===== src/hdl/ealc_pkg.sv =====
// Package for the encoder angle LUT correction block.
// Holds the fixed field widths, channel packing widths, mode codes and turn constants.
// No dependencies.
package ealc_pkg;

  localparam int IDX_W = 7;
  localparam int CV_W  = 16;
  localparam int RAW_W = 12;
  localparam int ANG_W = 28;

  localparam int IN_TDATA_W  = 40;
  localparam int OUT_TDATA_W = 56;
  localparam int CFG_TDATA_W = 8;

  localparam int COUNTS_PER_TURN = 4096;
  localparam int CDEG_PER_TURN   = 36000;
  localparam longint TURN_SCALED = 64'(CDEG_PER_TURN) * 64'(COUNTS_PER_TURN);

  localparam logic MODE_LOAD    = 1'b0;
  localparam logic MODE_CONVERT = 1'b1;

endpackage


===== src/hdl/encoder_angle_lut_correction_top.sv =====
// Encoder angle LUT correction, top level: handshake, pipeline registers, config register.
// Depends on ealc_pkg, ealc_table, ealc_interp and ealc_wrap.
//
// Usage:
//   in_*  : stream of items. in_tuser is the mode (0 load a table node, 1 convert).
//           Load writes correction_value at table_index; convert corrects raw_count.
//   out_* : one result item per input item, in order. out_tuser is angle_valid.
//   cfg_* : write of calibration_enable (bit 0); always ready. Write only while idle.
// Pipeline: four stages (input register, table read register, interpolation register,
//   output register). Throughput: one item per cycle while out_tready is high; the
//   table RAM reads both interpolation nodes at once.
// Reset: the table is cleared by a pass over all NODE_COUNT entries, one entry per cycle;
//   in_tready stays low during that pass. calibration_enable resets to 0.
// Stall: each stage advances when the next is empty or advancing, so the pipeline
//   keeps filling while out_tready is low; in_tready drops when all stages are full.
module encoder_angle_lut_correction_top #(
  parameter int NODE_COUNT      = 128,
  parameter int COUNTS_PER_NODE = 32
) (
  input  logic                                clk,
  input  logic                                rst_n,
  input  logic                                in_tvalid,
  output logic                                in_tready,
  // [6:0] table_index, [22:7] correction_value, [34:23] raw_count, [39:35] zero
  input  logic [ealc_pkg::IN_TDATA_W-1:0]     in_tdata,
  // [0] mode
  input  logic                                in_tuser,
  output logic                                out_tvalid,
  input  logic                                out_tready,
  // [27:0] corrected_angle, [55:28] applied_correction
  output logic [ealc_pkg::OUT_TDATA_W-1:0]    out_tdata,
  // [0] angle_valid
  output logic                                out_tuser,
  input  logic                                cfg_tvalid,
  output logic                                cfg_tready,
  // [0] calibration_enable, [7:1] zero
  input  logic [ealc_pkg::CFG_TDATA_W-1:0]    cfg_tdata
);

  localparam int RW    = ealc_pkg::RAW_W;
  localparam int FW    = (COUNTS_PER_NODE > 1) ? $clog2(COUNTS_PER_NODE) : 1;
  localparam int SUM_W = FW + 18;
  localparam int AGW   = ealc_pkg::ANG_W;

  localparam int     Q_S = RW + $clog2(COUNTS_PER_NODE);
  localparam longint Q_M = ((64'd1 << Q_S) + COUNTS_PER_NODE - 1) / COUNTS_PER_NODE;
  localparam longint W_D = 64'(COUNTS_PER_NODE) * 64'(NODE_COUNT);
  localparam int     W_S = RW + $clog2(W_D);
  localparam longint W_M = ((64'd1 << W_S) + W_D - 1) / W_D;

  logic en0, en1, en2, en3;
  logic in_acc;
  logic tbl_busy;

  logic cal_en_r;

  logic v0_r, v1_r, v2_r, v3_r;

  logic                        mode0_r;
  logic [ealc_pkg::IDX_W-1:0]  idx0_r;
  logic [ealc_pkg::CV_W-1:0]   cv0_r;
  logic [RW-1:0]               raw0_r;
  logic [RW-1:0]               q0_r, w0_r;
  logic [47:0]                 q_prod, w_prod;
  logic [RW-1:0]               raw_in;

  logic [FW-1:0]               frac;
  logic [ealc_pkg::CV_W-1:0]   lo, hi;

  logic                        mode1_r;
  logic [RW-1:0]               raw1_r;
  logic [FW-1:0]               frac1_r;

  logic signed [SUM_W-1:0]     sum;
  logic [AGW-1:0]              base;
  logic                        mode2_r;
  logic signed [SUM_W-1:0]     sum2_r;
  logic [AGW-1:0]              base2_r;

  logic [AGW-1:0]              corrected, applied;
  logic [ealc_pkg::OUT_TDATA_W-1:0] out_tdata_r, out_tdata_nxt;
  logic                        out_tuser_r;

  assign en3       = !v3_r || out_tready;
  assign en2       = !v2_r || en3;
  assign en1       = !v1_r || en2;
  assign en0       = !v0_r || en1;
  assign in_tready = en0 && !tbl_busy;
  assign in_acc    = in_tvalid && in_tready;
  assign cfg_tready = 1'b1;

  assign raw_in = in_tdata[34:23];
  assign q_prod = 48'(raw_in) * 48'(Q_M);
  assign w_prod = 48'(raw_in) * 48'(W_M);

  always_ff @(posedge clk) begin
    if (!rst_n) begin
      cal_en_r <= 1'b0;
      v0_r     <= 1'b0;
      v1_r     <= 1'b0;
      v2_r     <= 1'b0;
      v3_r     <= 1'b0;
    end else begin
      if (cfg_tvalid && cfg_tready) begin
        cal_en_r <= cfg_tdata[0];
      end
      if (en0) begin
        v0_r <= in_acc;
      end
      if (en1) begin
        v1_r <= v0_r;
      end
      if (en2) begin
        v2_r <= v1_r;
      end
      if (en3) begin
        v3_r <= v2_r;
      end
    end
  end

  always_ff @(posedge clk) begin
    if (en0) begin
      mode0_r <= in_tuser;
      idx0_r  <= in_tdata[6:0];
      cv0_r   <= in_tdata[22:7];
      raw0_r  <= raw_in;
      q0_r    <= RW'(q_prod >> Q_S);
      w0_r    <= RW'(w_prod >> W_S);
    end
    if (en1) begin
      mode1_r <= mode0_r;
      raw1_r  <= raw0_r;
      frac1_r <= frac;
    end
    if (en2) begin
      mode2_r <= mode1_r;
      sum2_r  <= sum;
      base2_r <= base;
    end
    if (en3) begin
      out_tdata_r <= out_tdata_nxt;
      out_tuser_r <= mode2_r;
    end
  end

  ealc_table #(
    .NODE_COUNT     (NODE_COUNT),
    .COUNTS_PER_NODE(COUNTS_PER_NODE),
    .FW             (FW)
  ) u_table (
    .clk   (clk),
    .rst_n (rst_n),
    .wr_req(v0_r && (mode0_r == ealc_pkg::MODE_LOAD) && en1),
    .idx   (idx0_r),
    .cv    (cv0_r),
    .rd_en (en1),
    .raw   (raw0_r),
    .quo   (q0_r),
    .wraps (w0_r),
    .frac  (frac),
    .lo    (lo),
    .hi    (hi),
    .busy  (tbl_busy)
  );

  ealc_interp #(
    .COUNTS_PER_NODE(COUNTS_PER_NODE),
    .FW             (FW),
    .SUM_W          (SUM_W)
  ) u_interp (
    .lo  (lo),
    .hi  (hi),
    .frac(frac1_r),
    .raw (raw1_r),
    .sum (sum),
    .base(base)
  );

  ealc_wrap #(
    .COUNTS_PER_NODE(COUNTS_PER_NODE),
    .SUM_W          (SUM_W)
  ) u_wrap (
    .cal_en   (cal_en_r),
    .sum      (sum2_r),
    .base     (base2_r),
    .corrected(corrected),
    .applied  (applied)
  );

  always_comb begin
    if (mode2_r == ealc_pkg::MODE_CONVERT) begin
      out_tdata_nxt = {applied, corrected};
    end else begin
      out_tdata_nxt = '0;
    end
  end

  assign out_tvalid = v3_r;
  assign out_tdata  = out_tdata_r;
  assign out_tuser  = out_tuser_r;

endmodule


===== src/hdl/ealc_ram.sv =====
// Generic RAM: one write port, two read ports, registered read data.
// No dependencies.
module ealc_ram #(
  parameter int WIDTH = 16,
  parameter int DEPTH = 128
) (
  input  logic                     clk,
  input  logic                     we,
  input  logic [$clog2(DEPTH)-1:0] waddr,
  input  logic [WIDTH-1:0]         wdata,
  input  logic                     re,
  input  logic [$clog2(DEPTH)-1:0] raddr_a,
  input  logic [$clog2(DEPTH)-1:0] raddr_b,
  output logic [WIDTH-1:0]         rdata_a,
  output logic [WIDTH-1:0]         rdata_b
);

  logic [WIDTH-1:0] mem [DEPTH];

  always_ff @(posedge clk) begin
    if (we) begin
      mem[waddr] <= wdata;
    end
    if (re) begin
      rdata_a <= mem[raddr_a];
      rdata_b <= mem[raddr_b];
    end
  end

endmodule


===== src/hdl/ealc_table.sv =====
// Correction table: node/fraction decode, clearing pass after reset, table RAM.
// Depends on ealc_pkg and ealc_ram.
module ealc_table #(
  parameter int NODE_COUNT      = 128,
  parameter int COUNTS_PER_NODE = 32,
  parameter int FW              = 5
) (
  input  logic                              clk,
  input  logic                              rst_n,
  input  logic                              wr_req,
  input  logic [ealc_pkg::IDX_W-1:0]        idx,
  input  logic [ealc_pkg::CV_W-1:0]         cv,
  input  logic                              rd_en,
  input  logic [ealc_pkg::RAW_W-1:0]        raw,
  input  logic [ealc_pkg::RAW_W-1:0]        quo,
  input  logic [ealc_pkg::RAW_W-1:0]        wraps,
  output logic [FW-1:0]                     frac,
  output logic [ealc_pkg::CV_W-1:0]         lo,
  output logic [ealc_pkg::CV_W-1:0]         hi,
  output logic                              busy
);

  localparam int AW = $clog2(NODE_COUNT);
  localparam int RW = ealc_pkg::RAW_W;

  logic [AW-1:0] clr_cnt_r, clr_cnt_nxt;
  logic          clr_busy_r, clr_busy_nxt;
  logic [AW-1:0] node, succ;
  logic [RW-1:0] frac_full;
  logic          idx_ok;
  logic          we;
  logic [AW-1:0] waddr;
  logic [ealc_pkg::CV_W-1:0] wdata;

  always_comb begin
    frac_full = raw - RW'(2 * RW'(quo) * RW'(COUNTS_PER_NODE) / 2);
    frac      = FW'(frac_full);
    node      = AW'(quo - RW'(wraps * RW'(NODE_COUNT)));
    succ      = (node == AW'(NODE_COUNT - 1)) ? '0 : AW'(node + 1'b1);
    idx_ok    = (13'(idx) < 13'(NODE_COUNT));
  end

  always_comb begin
    clr_cnt_nxt  = clr_cnt_r;
    clr_busy_nxt = clr_busy_r;
    if (clr_busy_r) begin
      clr_cnt_nxt = AW'(clr_cnt_r + 1'b1);
      if (clr_cnt_r == AW'(NODE_COUNT - 1)) begin
        clr_busy_nxt = 1'b0;
      end
    end
  end

  always_ff @(posedge clk) begin
    if (!rst_n) begin
      clr_cnt_r  <= '0;
      clr_busy_r <= 1'b1;
    end else begin
      clr_cnt_r  <= clr_cnt_nxt;
      clr_busy_r <= clr_busy_nxt;
    end
  end

  always_comb begin
    if (clr_busy_r) begin
      we    = 1'b1;
      waddr = clr_cnt_r;
      wdata = '0;
    end else begin
      we    = wr_req && idx_ok;
      waddr = AW'(idx);
      wdata = cv;
    end
  end

  assign busy = clr_busy_r;

  ealc_ram #(
    .WIDTH(ealc_pkg::CV_W),
    .DEPTH(NODE_COUNT)
  ) u_ram (
    .clk    (clk),
    .we     (we),
    .waddr  (waddr),
    .wdata  (wdata),
    .re     (rd_en),
    .raddr_a(node),
    .raddr_b(succ),
    .rdata_a(lo),
    .rdata_b(hi)
  );

endmodule


===== src/hdl/ealc_interp.sv =====
// Interpolation: node value*COUNTS_PER_NODE plus slope*fraction; raw angle in centidegrees*4096.
// Depends on ealc_pkg.
module ealc_interp #(
  parameter int COUNTS_PER_NODE = 32,
  parameter int FW              = 5,
  parameter int SUM_W           = 23
) (
  input  logic [ealc_pkg::CV_W-1:0]  lo,
  input  logic [ealc_pkg::CV_W-1:0]  hi,
  input  logic [FW-1:0]              frac,
  input  logic [ealc_pkg::RAW_W-1:0] raw,
  output logic signed [SUM_W-1:0]    sum,
  output logic [ealc_pkg::ANG_W-1:0] base
);

  localparam int AW = ealc_pkg::ANG_W;
  localparam logic signed [SUM_W-1:0] CPN_S = SUM_W'(COUNTS_PER_NODE);

  logic signed [ealc_pkg::CV_W-1:0] lo_s, hi_s;
  logic signed [ealc_pkg::CV_W:0]   diff;
  logic signed [FW:0]               frac_s;
  logic signed [SUM_W-1:0]          slope, lo_sc;

  always_comb begin
    lo_s   = $signed(lo);
    hi_s   = $signed(hi);
    diff   = (ealc_pkg::CV_W + 1)'(hi_s) - (ealc_pkg::CV_W + 1)'(lo_s);
    frac_s = $signed({1'b0, frac});
    slope  = SUM_W'(diff) * SUM_W'(frac_s);
    lo_sc  = SUM_W'(lo_s) * CPN_S;
    sum    = lo_sc + slope;
    base   = AW'(AW'(raw) * AW'(ealc_pkg::CDEG_PER_TURN));
  end

endmodule


===== src/hdl/ealc_wrap.sv =====
// Final stage math: scale the correction to centidegrees*4096, add and wrap into one turn.
// Depends on ealc_pkg.
module ealc_wrap #(
  parameter int COUNTS_PER_NODE = 32,
  parameter int SUM_W           = 23
) (
  input  logic                       cal_en,
  input  logic signed [SUM_W-1:0]    sum,
  input  logic [ealc_pkg::ANG_W-1:0] base,
  output logic [ealc_pkg::ANG_W-1:0] corrected,
  output logic [ealc_pkg::ANG_W-1:0] applied
);

  localparam int SC_W  = 13;
  localparam int PW    = SUM_W + SC_W;
  localparam int SCALE = ealc_pkg::COUNTS_PER_TURN / COUNTS_PER_NODE;
  localparam logic signed [29:0] TURN = 30'(ealc_pkg::TURN_SCALED);

  logic signed [PW-1:0] corr_full;
  logic signed [28:0]   corr;
  logic signed [29:0]   tot, wrapped;

  always_comb begin
    corr_full = PW'(sum) * $signed(PW'(SCALE));
    corr      = cal_en ? $signed(corr_full[28:0]) : '0;
    tot       = $signed({2'b00, base}) + 30'(corr);
    if (tot < 0) begin
      wrapped = tot + TURN;
    end else if (tot >= TURN) begin
      wrapped = tot - TURN;
    end else begin
      wrapped = tot;
    end
    corrected = ealc_pkg::ANG_W'(wrapped);
    applied   = corr[ealc_pkg::ANG_W-1:0];
  end

endmodule


===== config.mk =====
export PLATFORM = sky130hd
export DESIGN_NAME = encoder_angle_lut_correction_top
export DESIGN_NICKNAME = d
export VERILOG_FILES = /design/src/hdl/ealc_pkg.sv /design/src/hdl/encoder_angle_lut_correction_top.sv /design/src/hdl/ealc_ram.sv /design/src/hdl/ealc_table.sv /design/src/hdl/ealc_interp.sv /design/src/hdl/ealc_wrap.sv
export SDC_FILE = /design/constraint.sdc
export NUM_CORES = 2
export LEC_CHECK = 0
export ABC_CLOCK_PERIOD_IN_PS = 7940
export BUFFER_PORTS_ARGS = -buffer_cell sky130_fd_sc_hd__clkbuf_2
export CAP_MARGIN = 30
export CORE_MARGIN = 2
export CORE_UTILIZATION = 60
export DETAILED_ROUTE_END_ITERATION = 7
export PLACE_DENSITY_LB_ADDON = 0.12
export SLEW_MARGIN = 20
export SYNTH_ARGS = -nofsm -noshare
export SYNTH_HDL_FRONTEND = slang
export SYNTH_SLANG_ARGS = --single-unit
export TNS_END_PERCENT = 100

===== constraint.sdc =====
create_clock -name clk -period 7.94 [get_ports clk]
set_input_delay 1.191 -clock clk [delete_from_list [all_inputs] [get_ports clk]]
set_output_delay 1.191 -clock clk [all_outputs]
set_load 0.05 [all_outputs]

==> summary.txt <==
Route
  • Detailed-route DRC error count: 1
  • Wire per inst: 38.6 microns
  • Detail Route Antenna Nets: 0
  • 1st-iter DRT viols: 10600
  • DR pass1 iterations: 8
  • Routed WL: 340000 microns
  • DR vias/cell: 7.59
  • Via count: 66900

Finish
  • Fillcell total: 12000
  • # nets final: 6532
  • Final Core Density: 66.8%
  • Share of cells above drive strength 1: 30.8%
  • Area grow syn2layout: 11.0%
  • Design Area, Final: 122000 sq um

CTS
  • Cts repair resizes: 0
  • Clk buf depth: 3
  • Clock latency on the worst-skew pair: 910 ps
  • H-tree Lvls: 4
  • Post-CTS setup buffers: 0
  • Root buf cell: clkbuf_16
  • # hold bufs at CTS: 0
  • Clock slew at reported path FFs: 60 ps
  • CTS sink cnt: 2233
  • TritonCTS buffer count: 224
  • CTS tree: built

Yosys
  • Synth cell count leaders: 2220 x edfxtp_1, 1085 x mux4_2, 477 x o21ai_0, 345 x clkbuf_1, 255 x o221ai_1
  • Count leader, synth: edfxtp_1
  • Post-synthesis cell count: 6163
  • #FFs+latches synth: 2233
  • Mean post-synth cell area: 17.8 sq um
  • Netlist cell types: 89
  • Ranking of synthesized cells by area: edfxtp_1 61%, mux4_2 22%, o21ai_0 2.2%, o221ai_1 2.0%, ha_1 1.8%
  • Fraction of registers with async set/reset: 0%
  • Synth Flop Type: edfxtp_1
  • Yosys top cell by area: edfxtp_1
  • Syn. warnings: 0
  • Mapped Area: 110000 sq um
  • Post-synth EDFFs: 2220
  • Register area share after synthesis: 60.9%
  • Yosys top cell area share: 60.7%

Timing
  • Clock Skew: 39.3 ps
  • Setup_tns: 0 ps
  • Fmax: 142 MHz
  • Final hold vios: 0
  • RSZ-0062 raised after global routing: false
  • Tmin final: 7040 ps
  • Final cycle utilization of the critical path: 88.7%
  • Fin. max-slew vios: 0
  • Hold_ws: 422 ps
  • Final setup viols: 0
  • Slew margin rel.: 23.7%
  • Worst slew pin tran: 1140 ps

Critical path
  • Worst path cell trace: inv_1 -> ha_1 -> nor2b_1 -> o21ai_0 -> a21boi_0 -> o21ai_0 -> a21boi_0 -> o2111ai_1 -> nand3_1 -> a31o_2 -> a211oi_1 -> nor3_1 -> fa_1 -> fa_1 -> fa_1 -> inv_1 -> fa_1 -> inv_1 -> ha_1 -> or3_1 -> a2111o_1 -> a31o_2 -> a21oi_1 -> xnor2_1
  • Critical Path RT: 8580 ps
  • WP buf/inv: 3
  • Crit path largest cell delay: 530 ps
  • Largest delay share family, worst path: compound AO/OA/AOI/OAI gates
  • Crit-path slowest cell: fa_1
  • CP Class: reg2reg
  • Crit path top cell by count: fa_1
  • Critical Path AT: 7680 ps
  • Critical Path End Type: register
  • CP Launch Type: register
  • Worst-path maximum fanout: 5

Global routing
  • GR Overflow Total: 0
  • First-pass GRT wire length: 481000 microns
  • Total GRT Usage: 36.8%
  • Largest net degree at the start of global routing: 153
  • Number of global-route vias before repair: 65600
  • Initial antenna violation count: 10

Power
  • Power Total: 0.0341 W
  • LEAKAGE: 40.1 nW
  • Peak VDD IR: 0.545 mV
  • P per Cell Area: 279 nW/um^2

Floorplanning
  • Num rows: 157
  • Io pins: 114
  • Die Y: 432 microns
  • Initial Utilization: 60.2%
  • Die Span X: 432 microns
  • Core ar.: 182000 sq um
  • Die area: 187000 sq um

Place
  • Post-place instance area: 114000 sq um
  • Dpl hpwl: 199000 microns
  • Port-buffer cells: 88
  • RD Place Congestion: 0.902

Run status
  • Status: finished with violations
  • Violated checks: DRC

Worst hold path
  • Worst hold path type: reg2reg

Run
  • Max_cap viols: 0
==> where the power goes <==
| part | total, W | leakage [nW] | internal (W) | switching, W |
|---|---|---|---|---|
| combinational | 0.00947 | 14.8 | 0.00405 | 0.00543 |
| clock | 0.0110 | 3.72 | 0.00633 | 0.00469 |
| sequential | 0.0136 | 21.6 | 0.0135 | 0.000108 |
| total | 0.0341 | 40.1 | 0.0238 | 0.0102 |
==> state kept, by name, summed over array words and instances, names as in the netlist, 7 cells and up <==
signal	flops
u_table.u_ram.mem	2048
raw0_r	12
sum2_r	22
raw1_r	12
cv0_r	16
out_tdata	44
idx0_r	7
base2_r	23
u_table.u_ram.rdata_b	16
u_table.u_ram.rdata_a	16
u_table.clr_cnt_r	7
==> cells in the final DEF, fill, tap and decap left out, types with 16 or more instances in the layout <==
| cell type | n |
|---|---|
| edfxtp_1 | 2220 |
| mux4_2 | 1085 |
| o21ai_0 | 477 |
| o221ai_1 | 255 |
| clkbuf_16 | 226 |
| or3_1 | 197 |
| buf_4 | 192 |
| inv_1 | 163 |
| ha_1 | 161 |
| nor2_2 | 100 |
| and2_1 | 92 |
| nand2_1 | 91 |
| fa_1 | 90 |
| clkbuf_2 | 88 |
| nor2_1 | 76 |
| o22ai_1 | 66 |
| clkinv_2 | 56 |
| a21oi_1 | 47 |
| clkinv_1 | 47 |
| xnor2_1 | 46 |
| nand3_1 | 42 |
| and3_1 | 40 |
| mux2_2 | 38 |
| bufinv_16 | 34 |
| nor2_4 | 31 |
| buf_12 | 31 |
| clkbuf_1 | 30 |
| nor2b_1 | 20 |
| nor3_1 | 19 |
| mux2i_1 | 18 |
| nand2b_1 | 16 |
| nand4_1 | 16 |
| nor2b_4 | 16 |
==> cell families after synthesis <==
| group | share of synthesized area (%) |
|---|---|
| flops | 60.9 |
| xor+xnor | 0.525 |
| other cells | 0.00684 |
| mux | 22.8 |
| buf+inv | 2.42 |
| simple gates | 3.89 |
| fa+ha+maj | 3.47 |
| compound gates | 5.96 |
==> worst paths after layout <==
| path | from | endpoint | slack (ps) | cells after the start |
|---|---|---|---|---|
| max | u_table.u_ram.rdata_a[1] | sum2_r[17] | 900 | 24 |
| min | mode1_r | mode2_r | 420 | 0 |
| max reg2reg | u_table.u_ram.rdata_a[1] | sum2_r[17] | 900 | 24 |
| min reg2reg | mode1_r | mode2_r | 420 | 0 |
==> metal layers <==
layer | wire (microns) | global-route usage (%)
met5 | 157 | 0.130
met4 | 20700 | 18.8
met3 | 46100 | 11.7
met2 | 158000 | 55.8
met1 | 116000 | 48.5
==> worst reg2reg max path: cells and delay by family, from the launching register on <==
kind | cells | cell delay, ps
AOI/OAI and AO/OA | 10 | 2740
xor gates and xnor gates | 1 | 80
adders and majority gates | 6 | 2440
buffers and inverters | 3 | 230
DFF | 1 | 420
and+or+nand+nor | 4 | 860
==> layout make-up <==
cell class	instances	area (sq um)	share of cell area (%)
Antenna cell	8	20.0	0.0164
Clock buffer	256	5770	4.73
Multi-Input combinational cell	3276	41000	33.6
Sequential cell	2233	66900	54.9
Timing Repair Buffer	323	2750	2.25
Tap cell	2385	2980	2.45
Inverter	169	642	0.526
Clock inverter	165	1860	1.52
==> metrics by stage <==
stage	instances	worst slack (ps)
after detailed placement	8376	603
after global placement	8370	710
after CTS	8797	589
after global routing	8808	404
final	8815	896
after floorplan	6174	1650
No activity file was read; power rests on OpenSTA's default activity.
